### src/rtl/lle_pkg.sv
// ----------------------------------------------------------------------------
// lle_pkg: shared definitions for the linked list engine
// Request and status codes, controller states and the free map command bundle.
// ----------------------------------------------------------------------------
`default_nettype none

package lle_pkg;

  // Default pool size and payload width.
  localparam int NODES_DEF = 16;
  localparam int DATA_W    = 32;

  // Request codes carried by a transaction on the input channel.
  typedef enum logic [2:0] {
    REQ_PUSH_FRONT = 3'd0,
    REQ_PUSH_BACK  = 3'd1,
    REQ_REMOVE     = 3'd2,
    REQ_REVERSE    = 3'd3,
    REQ_CLEAR      = 3'd4,
    REQ_PEEK_FRONT = 3'd5,
    REQ_PEEK_BACK  = 3'd6
  } req_t;

  // Result status codes.
  typedef enum logic [1:0] {
    ST_OK       = 2'd0,
    ST_EMPTY    = 2'd1,
    ST_NOTFOUND = 2'd2,
    ST_FULL     = 2'd3
  } status_t;

  // Controller states.
  typedef enum logic [2:0] {
    S_IDLE,
    S_SEARCH,
    S_WALK,
    S_PEEK,
    S_DONE
  } state_t;

  // Commands from the controller to the free map.
  typedef struct packed {
    logic start;  // restart the free slot scan at the lowest group
    logic take;   // mark the slot found by the scan as used
    logic rel;    // mark the given node as free again
    logic clr;    // mark every node free
  } fm_cmd_t;

endpackage

`default_nettype wire

### src/rtl/lle_ram.sv
// ----------------------------------------------------------------------------
// lle_ram: generic single-write, single-read synchronous RAM
// One write port and one read port; read data is registered.
// ----------------------------------------------------------------------------
`default_nettype none

module lle_ram #(
  parameter int WIDTH = 32,
  parameter int DEPTH = 16
) (
  input  wire logic                     clk,
  input  wire logic                     we,
  input  wire logic [$clog2(DEPTH)-1:0] waddr,
  input  wire logic [WIDTH-1:0]         wdata,
  input  wire logic [$clog2(DEPTH)-1:0] raddr,
  output logic      [WIDTH-1:0]         rdata_r
);

  logic [WIDTH-1:0] mem [DEPTH];

  // Write port.
  always_ff @(posedge clk) begin
    if (we) begin
      mem[waddr] <= wdata;
    end
  end

  // Registered read port.
  always_ff @(posedge clk) begin
    rdata_r <= mem[raddr];
  end

endmodule

`default_nettype wire

### src/rtl/lle_freemap.sv
// ----------------------------------------------------------------------------
// lle_freemap: node pool allocation map
// One flag per node; a scan walks eight nodes per cycle to find the lowest
// free node, and the controller takes, releases or clears nodes.
// ----------------------------------------------------------------------------
`default_nettype none

module lle_freemap #(
  parameter int NODES = lle_pkg::NODES_DEF
) (
  input  wire logic                     clk,
  input  wire logic                     rst_n,
  input  wire lle_pkg::fm_cmd_t         cmd,
  input  wire logic [$clog2(NODES)-1:0] rel_idx,
  output logic                          hit,
  output logic      [$clog2(NODES)-1:0] slot
);

  localparam int IW   = $clog2(NODES);
  localparam int GRP  = 8;
  localparam int NG   = (NODES + GRP - 1) / GRP;
  localparam int GW   = (NG > 1) ? $clog2(NG) : 1;
  localparam int PADW = NG * GRP;

  logic [NODES-1:0] free_r, free_nxt;
  logic [GW-1:0]    grp_r, grp_nxt;

  logic [NG-1:0][GRP-1:0] groups;
  logic [GRP-1:0]         grp_bits;
  logic [2:0]             low_bit;
  logic [GW+2:0]          slot_wide;

  // Split the map into groups of eight; missing nodes read as used.
  assign groups   = PADW'(free_r);
  assign grp_bits = groups[grp_r];
  assign hit      = |grp_bits;

  // Lowest free node within the current group.
  always_comb begin
    low_bit = '0;
    for (int b = GRP - 1; b >= 0; b--) begin
      if (grp_bits[b]) begin
        low_bit = 3'(b);
      end
    end
  end

  assign slot_wide = {grp_r, low_bit};
  assign slot      = slot_wide[IW-1:0];

  // Scan position: restart on request, otherwise step while nothing is found.
  always_comb begin
    grp_nxt = grp_r;
    if (cmd.start) begin
      grp_nxt = '0;
    end else if (!hit) begin
      grp_nxt = (grp_r == GW'(NG - 1)) ? '0 : grp_r + GW'(1);
    end
  end

  // Flag updates.
  always_comb begin
    free_nxt = free_r;
    if (cmd.clr) begin
      free_nxt = '1;
    end else if (cmd.take) begin
      free_nxt[slot] = 1'b0;
    end else if (cmd.rel) begin
      free_nxt[rel_idx] = 1'b1;
    end
  end

  always_ff @(posedge clk) begin
    if (!rst_n) begin
      free_r <= '1;
      grp_r  <= '0;
    end else begin
      free_r <= free_nxt;
      grp_r  <= grp_nxt;
    end
  end

endmodule

`default_nettype wire

### src/rtl/linked_list_engine_top.sv
// ----------------------------------------------------------------------------
// linked_list_engine_top: bounded singly linked list engine
// Node values and links live in two synchronous RAMs; a controller walks,
// pushes, removes and reverses the list and a free map allocates nodes.
//
//   Channel | Direction | Ports
//   --------+-----------+-------------------------------------------------
//   in      | input     | in_valid, in_ready, in_req_type, in_value
//   out     | output    | out_valid, out_ready, out_status, out_data,
//           |           | out_count
//
// Clear, a push into a full pool and requests on an empty list go from the
// accept straight to the result register; a peek reads the node RAM first;
// a push scans the free map (8 nodes per cycle), then links the node in;
// remove and reverse read the node RAM once per list node they walk.
// Reset (rst_n low, synchronous) empties the list and frees every node.
// A new request is taken while the previous result still waits at the output.
// ----------------------------------------------------------------------------
`default_nettype none

module linked_list_engine_top #(
  parameter int NODES = lle_pkg::NODES_DEF
) (
  input  wire logic                             clk,
  input  wire logic                             rst_n,
  input  wire logic                             in_valid,
  output logic                                  in_ready,
  input  wire logic [2:0]                       in_req_type,
  input  wire logic signed [lle_pkg::DATA_W-1:0] in_value,
  output logic                                  out_valid,
  input  wire logic                             out_ready,
  output logic      [1:0]                       out_status,
  output logic signed [lle_pkg::DATA_W-1:0]     out_data,
  output logic      [$clog2(NODES+1)-1:0]       out_count
);

  localparam int IW = $clog2(NODES);
  localparam int CW = $clog2(NODES + 1);
  localparam int DW = lle_pkg::DATA_W;

  // Control and list state.
  lle_pkg::state_t  state_r, state_nxt;
  lle_pkg::req_t    req_r, req_nxt;
  lle_pkg::status_t res_status_r, res_status_nxt;
  logic [DW-1:0]    value_r, value_nxt;
  logic [DW-1:0]    res_data_r, res_data_nxt;
  logic [IW-1:0]    head_r, head_nxt;
  logic [IW-1:0]    tail_r, tail_nxt;
  logic [IW-1:0]    cur_r, cur_nxt;
  logic [IW-1:0]    prev_r, prev_nxt;
  logic [CW-1:0]    count_r, count_nxt;
  logic [CW-1:0]    step_r, step_nxt;

  // Output register.
  logic             out_valid_r, out_valid_nxt;
  lle_pkg::status_t out_status_r, out_status_nxt;
  logic [DW-1:0]    out_data_r, out_data_nxt;
  logic [CW-1:0]    out_count_r, out_count_nxt;
  logic             out_load;

  // RAM and free map connections.
  logic             val_we, link_we;
  logic [IW-1:0]    val_waddr, link_waddr, raddr;
  logic [DW-1:0]    val_wdata, val_rdata;
  logic [IW-1:0]    link_wdata, link_rdata;
  lle_pkg::fm_cmd_t fm_cmd;
  logic [IW-1:0]    fm_rel_idx;
  logic             fm_hit;
  logic [IW-1:0]    fm_slot;

  logic             accept;
  logic             last_step;

  lle_ram #(.WIDTH(DW), .DEPTH(NODES)) u_val_ram (
    .clk     (clk),
    .we      (val_we),
    .waddr   (val_waddr),
    .wdata   (val_wdata),
    .raddr   (raddr),
    .rdata_r (val_rdata)
  );

  lle_ram #(.WIDTH(IW), .DEPTH(NODES)) u_link_ram (
    .clk     (clk),
    .we      (link_we),
    .waddr   (link_waddr),
    .wdata   (link_wdata),
    .raddr   (raddr),
    .rdata_r (link_rdata)
  );

  lle_freemap #(.NODES(NODES)) u_freemap (
    .clk     (clk),
    .rst_n   (rst_n),
    .cmd     (fm_cmd),
    .rel_idx (fm_rel_idx),
    .hit     (fm_hit),
    .slot    (fm_slot)
  );

  assign in_ready   = (state_r == lle_pkg::S_IDLE);
  assign accept     = in_valid && in_ready;
  assign last_step  = ((step_r + CW'(1)) == count_r);
  assign out_valid  = out_valid_r;
  assign out_status = out_status_r;
  assign out_data   = out_data_r;
  assign out_count  = out_count_r;

  // Next state, memory accesses and free map commands.
  always_comb begin
    state_nxt      = state_r;
    req_nxt        = req_r;
    value_nxt      = value_r;
    res_status_nxt = res_status_r;
    res_data_nxt   = res_data_r;
    head_nxt       = head_r;
    tail_nxt       = tail_r;
    cur_nxt        = cur_r;
    prev_nxt       = prev_r;
    count_nxt      = count_r;
    step_nxt       = step_r;
    out_valid_nxt  = out_valid_r && !out_ready;
    out_status_nxt = out_status_r;
    out_data_nxt   = out_data_r;
    out_count_nxt  = out_count_r;
    out_load       = 1'b0;
    val_we         = 1'b0;
    val_waddr      = fm_slot;
    val_wdata      = value_r;
    link_we        = 1'b0;
    link_waddr     = cur_r;
    link_wdata     = prev_r;
    raddr          = cur_r;
    fm_cmd         = '0;
    fm_rel_idx     = cur_r;

    unique case (state_r)
      lle_pkg::S_IDLE: begin
        // Start the read a peek or walk needs at the same time as the accept.
        raddr = (in_req_type == lle_pkg::REQ_PEEK_BACK) ? tail_r : head_r;
        if (accept) begin
          req_nxt        = lle_pkg::req_t'(in_req_type);
          value_nxt      = in_value;
          cur_nxt        = head_r;
          prev_nxt       = '0;
          step_nxt       = '0;
          res_data_nxt   = '0;
          res_status_nxt = lle_pkg::ST_OK;
          state_nxt      = lle_pkg::S_DONE;
          unique case (lle_pkg::req_t'(in_req_type))
            lle_pkg::REQ_PUSH_FRONT, lle_pkg::REQ_PUSH_BACK: begin
              if (count_r == CW'(NODES)) begin
                res_status_nxt = lle_pkg::ST_FULL;
              end else begin
                fm_cmd.start = 1'b1;
                state_nxt    = lle_pkg::S_SEARCH;
              end
            end
            lle_pkg::REQ_REMOVE, lle_pkg::REQ_REVERSE: begin
              if (count_r == '0) begin
                res_status_nxt = lle_pkg::ST_EMPTY;
              end else if (in_req_type == lle_pkg::REQ_REMOVE || count_r != CW'(1)) begin
                state_nxt = lle_pkg::S_WALK;
              end
            end
            lle_pkg::REQ_CLEAR: begin
              fm_cmd.clr = 1'b1;
              head_nxt   = '0;
              tail_nxt   = '0;
              count_nxt  = '0;
            end
            lle_pkg::REQ_PEEK_FRONT, lle_pkg::REQ_PEEK_BACK: begin
              if (count_r == '0) begin
                res_status_nxt = lle_pkg::ST_EMPTY;
              end else begin
                state_nxt = lle_pkg::S_PEEK;
              end
            end
            default: begin
              // Unused request code: no change, status ok.
            end
          endcase
        end
      end

      lle_pkg::S_SEARCH: begin
        // Claim the lowest free node and link it in.
        if (fm_hit) begin
          fm_cmd.take = 1'b1;
          val_we      = 1'b1;
          count_nxt   = count_r + CW'(1);
          state_nxt   = lle_pkg::S_DONE;
          if (count_r == '0) begin
            head_nxt = fm_slot;
            tail_nxt = fm_slot;
          end else if (req_r == lle_pkg::REQ_PUSH_FRONT) begin
            link_we    = 1'b1;
            link_waddr = fm_slot;
            link_wdata = head_r;
            head_nxt   = fm_slot;
          end else begin
            link_we    = 1'b1;
            link_waddr = tail_r;
            link_wdata = fm_slot;
            tail_nxt   = fm_slot;
          end
        end
      end

      lle_pkg::S_WALK: begin
        // RAM outputs hold the value and link of node cur_r.
        raddr = link_rdata;
        if (req_r == lle_pkg::REQ_REMOVE) begin
          if (val_rdata == value_r) begin
            res_status_nxt = lle_pkg::ST_OK;
            state_nxt      = lle_pkg::S_DONE;
            count_nxt      = count_r - CW'(1);
            fm_cmd.rel     = 1'b1;
            if (count_r == CW'(1)) begin
              fm_cmd.rel = 1'b0;
              fm_cmd.clr = 1'b1;
              head_nxt   = '0;
              tail_nxt   = '0;
            end else if (step_r == '0) begin
              head_nxt = link_rdata;
            end else if (last_step) begin
              tail_nxt = prev_r;
            end else begin
              link_we    = 1'b1;
              link_waddr = prev_r;
              link_wdata = link_rdata;
            end
          end else if (last_step) begin
            res_status_nxt = lle_pkg::ST_NOTFOUND;
            state_nxt      = lle_pkg::S_DONE;
          end else begin
            prev_nxt = cur_r;
            cur_nxt  = link_rdata;
            step_nxt = step_r + CW'(1);
          end
        end else begin
          // Reverse: point this node back at its predecessor.
          link_we    = 1'b1;
          link_waddr = cur_r;
          link_wdata = prev_r;
          if (last_step) begin
            head_nxt  = tail_r;
            tail_nxt  = head_r;
            state_nxt = lle_pkg::S_DONE;
          end else begin
            prev_nxt = cur_r;
            cur_nxt  = link_rdata;
            step_nxt = step_r + CW'(1);
          end
        end
      end

      lle_pkg::S_PEEK: begin
        res_data_nxt = val_rdata;
        state_nxt    = lle_pkg::S_DONE;
      end

      lle_pkg::S_DONE: begin
        // Hand the result to the output register once it is free.
        if (!out_valid_r || out_ready) begin
          out_load       = 1'b1;
          out_valid_nxt  = 1'b1;
          out_status_nxt = res_status_r;
          out_data_nxt   = res_data_r;
          out_count_nxt  = count_r;
          state_nxt      = lle_pkg::S_IDLE;
        end
      end

      default: begin
        state_nxt = lle_pkg::S_IDLE;
      end
    endcase
  end

  // Control registers.
  always_ff @(posedge clk) begin
    if (!rst_n) begin
      state_r     <= lle_pkg::S_IDLE;
      head_r      <= '0;
      tail_r      <= '0;
      count_r     <= '0;
      step_r      <= '0;
      out_valid_r <= 1'b0;
    end else begin
      state_r     <= state_nxt;
      head_r      <= head_nxt;
      tail_r      <= tail_nxt;
      count_r     <= count_nxt;
      step_r      <= step_nxt;
      out_valid_r <= out_valid_nxt;
    end
  end

  // Payload registers.
  always_ff @(posedge clk) begin
    req_r        <= req_nxt;
    value_r      <= value_nxt;
    res_status_r <= res_status_nxt;
    res_data_r   <= res_data_nxt;
    cur_r        <= cur_nxt;
    prev_r       <= prev_nxt;
    out_status_r <= out_status_nxt;
    out_data_r   <= out_data_nxt;
    out_count_r  <= out_count_nxt;
  end

  // The list never holds more nodes than the pool.
  a_count_bound: assert property (@(posedge clk) disable iff (!rst_n)
    count_r <= CW'(NODES))
    else $error("node count exceeds pool size");

  // A walk never runs past the last node.
  a_walk_bound: assert property (@(posedge clk) disable iff (!rst_n)
    (state_r == lle_pkg::S_WALK) |-> (step_r < count_r))
    else $error("list walk past the tail");

  // A node is only claimed when the scan has found a free one.
  a_take_hit: assert property (@(posedge clk) disable iff (!rst_n)
    fm_cmd.take |-> (fm_hit && count_r != CW'(NODES)))
    else $error("node claimed without a free slot");

  // A full status is only reported with a full pool.
  a_full_count: assert property (@(posedge clk) disable iff (!rst_n)
    out_load |=> (out_status_r != lle_pkg::ST_FULL || out_count_r == CW'(NODES)))
    else $error("full status with free nodes left");

endmodule

`default_nettype wire

### config.mk
export PLATFORM = sky130hd
export DESIGN_NAME = linked_list_engine_top
export DESIGN_NICKNAME = d
export VERILOG_FILES = /design/src/rtl/lle_pkg.sv /design/src/rtl/lle_ram.sv /design/src/rtl/lle_freemap.sv /design/src/rtl/linked_list_engine_top.sv
export SDC_FILE = /design/constraint.sdc
export NUM_CORES = 1
export LEC_CHECK = 0
export ABC_CLOCK_PERIOD_IN_PS = 5100
export BUFFER_PORTS_ARGS = -buffer_cell sky130_fd_sc_hd__buf_2
export CAP_MARGIN = 25
export CORE_MARGIN = 1
export CORE_UTILIZATION = 35
export CTS_CLUSTER_DIAMETER = 120
export DETAILED_ROUTE_END_ITERATION = 8
export PLACE_DENSITY = 0.5
export SLEW_MARGIN = 25
export SYNTH_ARGS = -nofsm -noshare
export SYNTH_HDL_FRONTEND = slang
export SYNTH_HIERARCHICAL = 1
export SYNTH_SLANG_ARGS = --single-unit
### constraint.sdc
create_clock -name clk -period 5.1 [get_ports clk]
set_input_delay 1.02 -clock clk [delete_from_list [all_inputs] [get_ports clk]]
set_output_delay 1.02 -clock clk [all_outputs]
set_load 0.02 [all_outputs]
==> impl_results.md <==
- First-pass GRT wire length: 113300 µm
- Min-delay worst type: reg -> reg
- Routed len/inst: 26.20 µm
- R2r setup slk: 260 ps
- Worst Path Required: 5370 ps
- Fill count: 7492
- Total chip power: 14.88 mW
- Dominant cells by area after synthesis: edfxtp_1 (70%), mux4_2 (9.8%), dfxtp_1 (5.0%)
- Setup violators final: 0
- Dpl cells: 2797
- CP Capture Type: flip-flop
- Static Leak: 11.13 nW
- DRT antenna net count: 0
- GR Overflow Total: 0
- Core area: 0.08409 mm²
- RSZ-0062 raised after global routing: no
- Crit Path Category: reg -> reg
- Reg2Reg Depth: 10
- Design area: 0.03491 mm²
- Final hold violation count: 0
- Initial Utilization: 35.51%
- Number of global-route vias before repair: 16230
- Pre-CTS setup slack: 196.6 ps
- Max Cap Violations: 0
- Synth top area share: 69.59%
- Final WS setup: 257.8 ps
- HPWL Detailed: 44010 µm
- Vias per inst: 5.377
- Nets: 1795
- Die width: 294.1 µm
- Post-Syn Instances: 1611
- RR Endpoint: u_link_ram/mem[0][3]
- Most numerous cell in the Yosys netlist: edfxtp_1
- # resized after CTS: 0
- Max FO, Critical Path: 17
- Largest net degree at the start of global routing: 68
- Hold depth: 0
- Critical Path Start: val_wdata[3]
- Setup crit start kind: flip-flop
- FF-to-FF Start: val_wdata[3]
- Vias: 15890
- Outcome: finished clean
- VDD IR max: 0.2626 mV
- FF+latch area: 0.02228 mm²
- Final Cycle Share: 94.94%
- Remaining DRCs: 0
- Worst Tran Pin Value: 939.7 ps
- Yosys reg bits: 767
- Crit path time final: 4842 ps
- Pre-Repair DR Iteration Count: 5
- Antenna diodes: 0
- DIE AREA: 0.08649 mm²
- Mapped Area: 0.02986 mm²
- Hold buffer count at cts: 0
- Worst EP arrival: 5110 ps
- Number of synthesized flops with an enable pin: 692
- CTS tree: done
- Crit path largest cell delay: 800 ps
- Count of final max-slew check failures: 0
- Root Buffer: clkbuf_16
- Tot GR Track Use: 18.10%
- CP Capture Point: u_link_ram/mem[0][3]
- Area of the multi-input gates: 0.007277 mm²
- Worst rel slew slack: 36.47%
- Share of layout cells above drive strength 1: 24.77%
- Reg clk slew, reported paths: 60 ps
- Post-CTS Setup Inserts: 0
- Placed cell area: 0.03205 mm²
- Clock sinks: 767
- Layout Cells excl Fill: 2955
- Synth warn: 6
- Placer Congestion: 0.8344
- PD cells: 426.3 mW/mm²
- Setup Skew: 27.04 ps
- Fmax: 206.5 MHz
- Port bufs: 79
- Routed wire length: 77410 µm
- CP max stage cell: nor4_1
- I/O pin cnt: 80
- WHS: 417.6 ps
- Initial antenna violation count: 5
- Initial drt markers: 1449
- Syn_area_per_cell: 18.54 µm²
- Mapped Nets: 1656
- Clock Path Buffers: 3
- Asr flop ratio synth: 0%
- Clk_lat worst skew: 650 ps
- Sequential element share of the synthesized area: 74.62%
- Cell variety after synth: 77
- Fin util: 41.52%
- CTS HTree Levels: 3
- Area leader, netlist: edfxtp_1
- Most used DFF post-synth: edfxtp_1
- TNS Setup: 0 ps
- Cell Chain, Critical Path: xnor2_1 > nand4_1 > nor4_1 > buf_4 > and2_1 > and4_4 > a21oi_4 > a221o_1 > or3b_2 > nor3_1
- P&R area growth vs syn: 16.93%
- Commonest cells post-synth: edfxtp_1 (692), mux4_2 (130), nand2_1 (91)
- Chip height: 294.1 µm
- CTS Buf Count: 85
- Cell row count: 106
kinds of logic (layout without fill, tap and decap cells):
logic type               after synthesis  after routing  synth area share (%)
flip-flops                           767            767                 74.62
XOR/XNOR                              42             42                 1.257
AO/OA/AOI/OAI                        220            220                 5.297
adder cells (fa/ha/maj)                6              6                0.2514
AND/OR/NAND/NOR                      321            321                 5.468
multiplexers                         157            157                 11.48
buffers and inverters                 98            308                 1.626
metal layers:
| layer | vias to the layer above | GRT usage, % | part of all wire [%] |
|---|---|---|---|
| met5 | - | 0 | 0 |
| met4 | 0 | 4.967 | 1.9 |
| met3 | 102 | 2.402 | 4.7 |
| met2 | 486 | 29.00 | 48 |
| met1 | 8456 | 25.88 | 46 |
| li1 | 6845 | - | - |
sequential cells by signal, summed over array words and instances (netlist names), 5 cells and up:
| name | count |
|---|---|
| count_r | 5 |
| out_count | 5 |
| out_data | 32 |
| res_data_r | 32 |
| step_r | 5 |
| u_freemap/free_r | 16 |
| u_link_ram/mem | 64 |
| u_val_ram/mem | 512 |
| u_val_ram/rdata_r | 32 |
| val_wdata | 32 |
worst max-delay path: cells and delay by family, from the launching register on:
kind	cells	cell delay, ps
AOI/OAI and AO/OA	2	430
xor gates and xnor gates	1	490
buffers and inverters	1	270
DFF	1	620
and+or+nand+nor	6	2680
cell usage in the layout (no fill, tap or decap), types with 7 or more instances in the layout:
cell	count
nand3_1	18
nand2_1	91
mux4_1	14
inv_1	12
nor2_1	53
buf_4	40
nand4_1	9
nor2b_1	12
nor3b_1	8
xnor2_1	36
nor2_4	14
a22oi_1	69
clkinv_2	17
clkbuf_16	85
a31oi_1	9
nor3_1	23
clkinv_1	7
buf_2	79
o21ai_0	18
mux2i_1	11
and3_1	34
a221o_1	8
nand2b_1	14
buf_12	15
a21oi_1	49
a222oi_1	8
bufinv_16	11
o211ai_1	8
dfxtp_1	74
mux4_2	130
clkbuf_1	23
edfxtp_1	692
worst min-delay path by stage:
stage | end | slack (ps) | start
6_report | out_data[7] | 420 | res_data_r[7]
3_3_place_gp | out_data[11] | 400 | res_data_r[11]
2_1_floorplan | out_data[0] | 400 | res_data_r[0]
4_1_cts | out_data[7] | 420 | res_data_r[7]
5_1_grt | out_data[4] | 420 | res_data_r[4]
3_5_place_dp | out_data[7] | 410 | res_data_r[7]
cell type report:
type                            count  area share [%]
Timing Repair Buffer              135           2.931
Clock inverter                     46           1.684
Tap cell                         1134           4.064
Inverter                           15          0.1613
Clock buffer                      112           6.497
Sequential cell                   767           63.82
Multi-Input combinational cell    746           20.84
report_power, final:
part / leakage, nW / internal, mW / total [mW] / switching (mW)
Sequential: 6.92 / 7.10 / 7.34 / 0.240
Clock: 1.39 / 3.72 / 6.22 / 2.51
Combinational: 2.82 / 0.556 / 1.31 / 0.758
(Power assumes the default switching activity.)
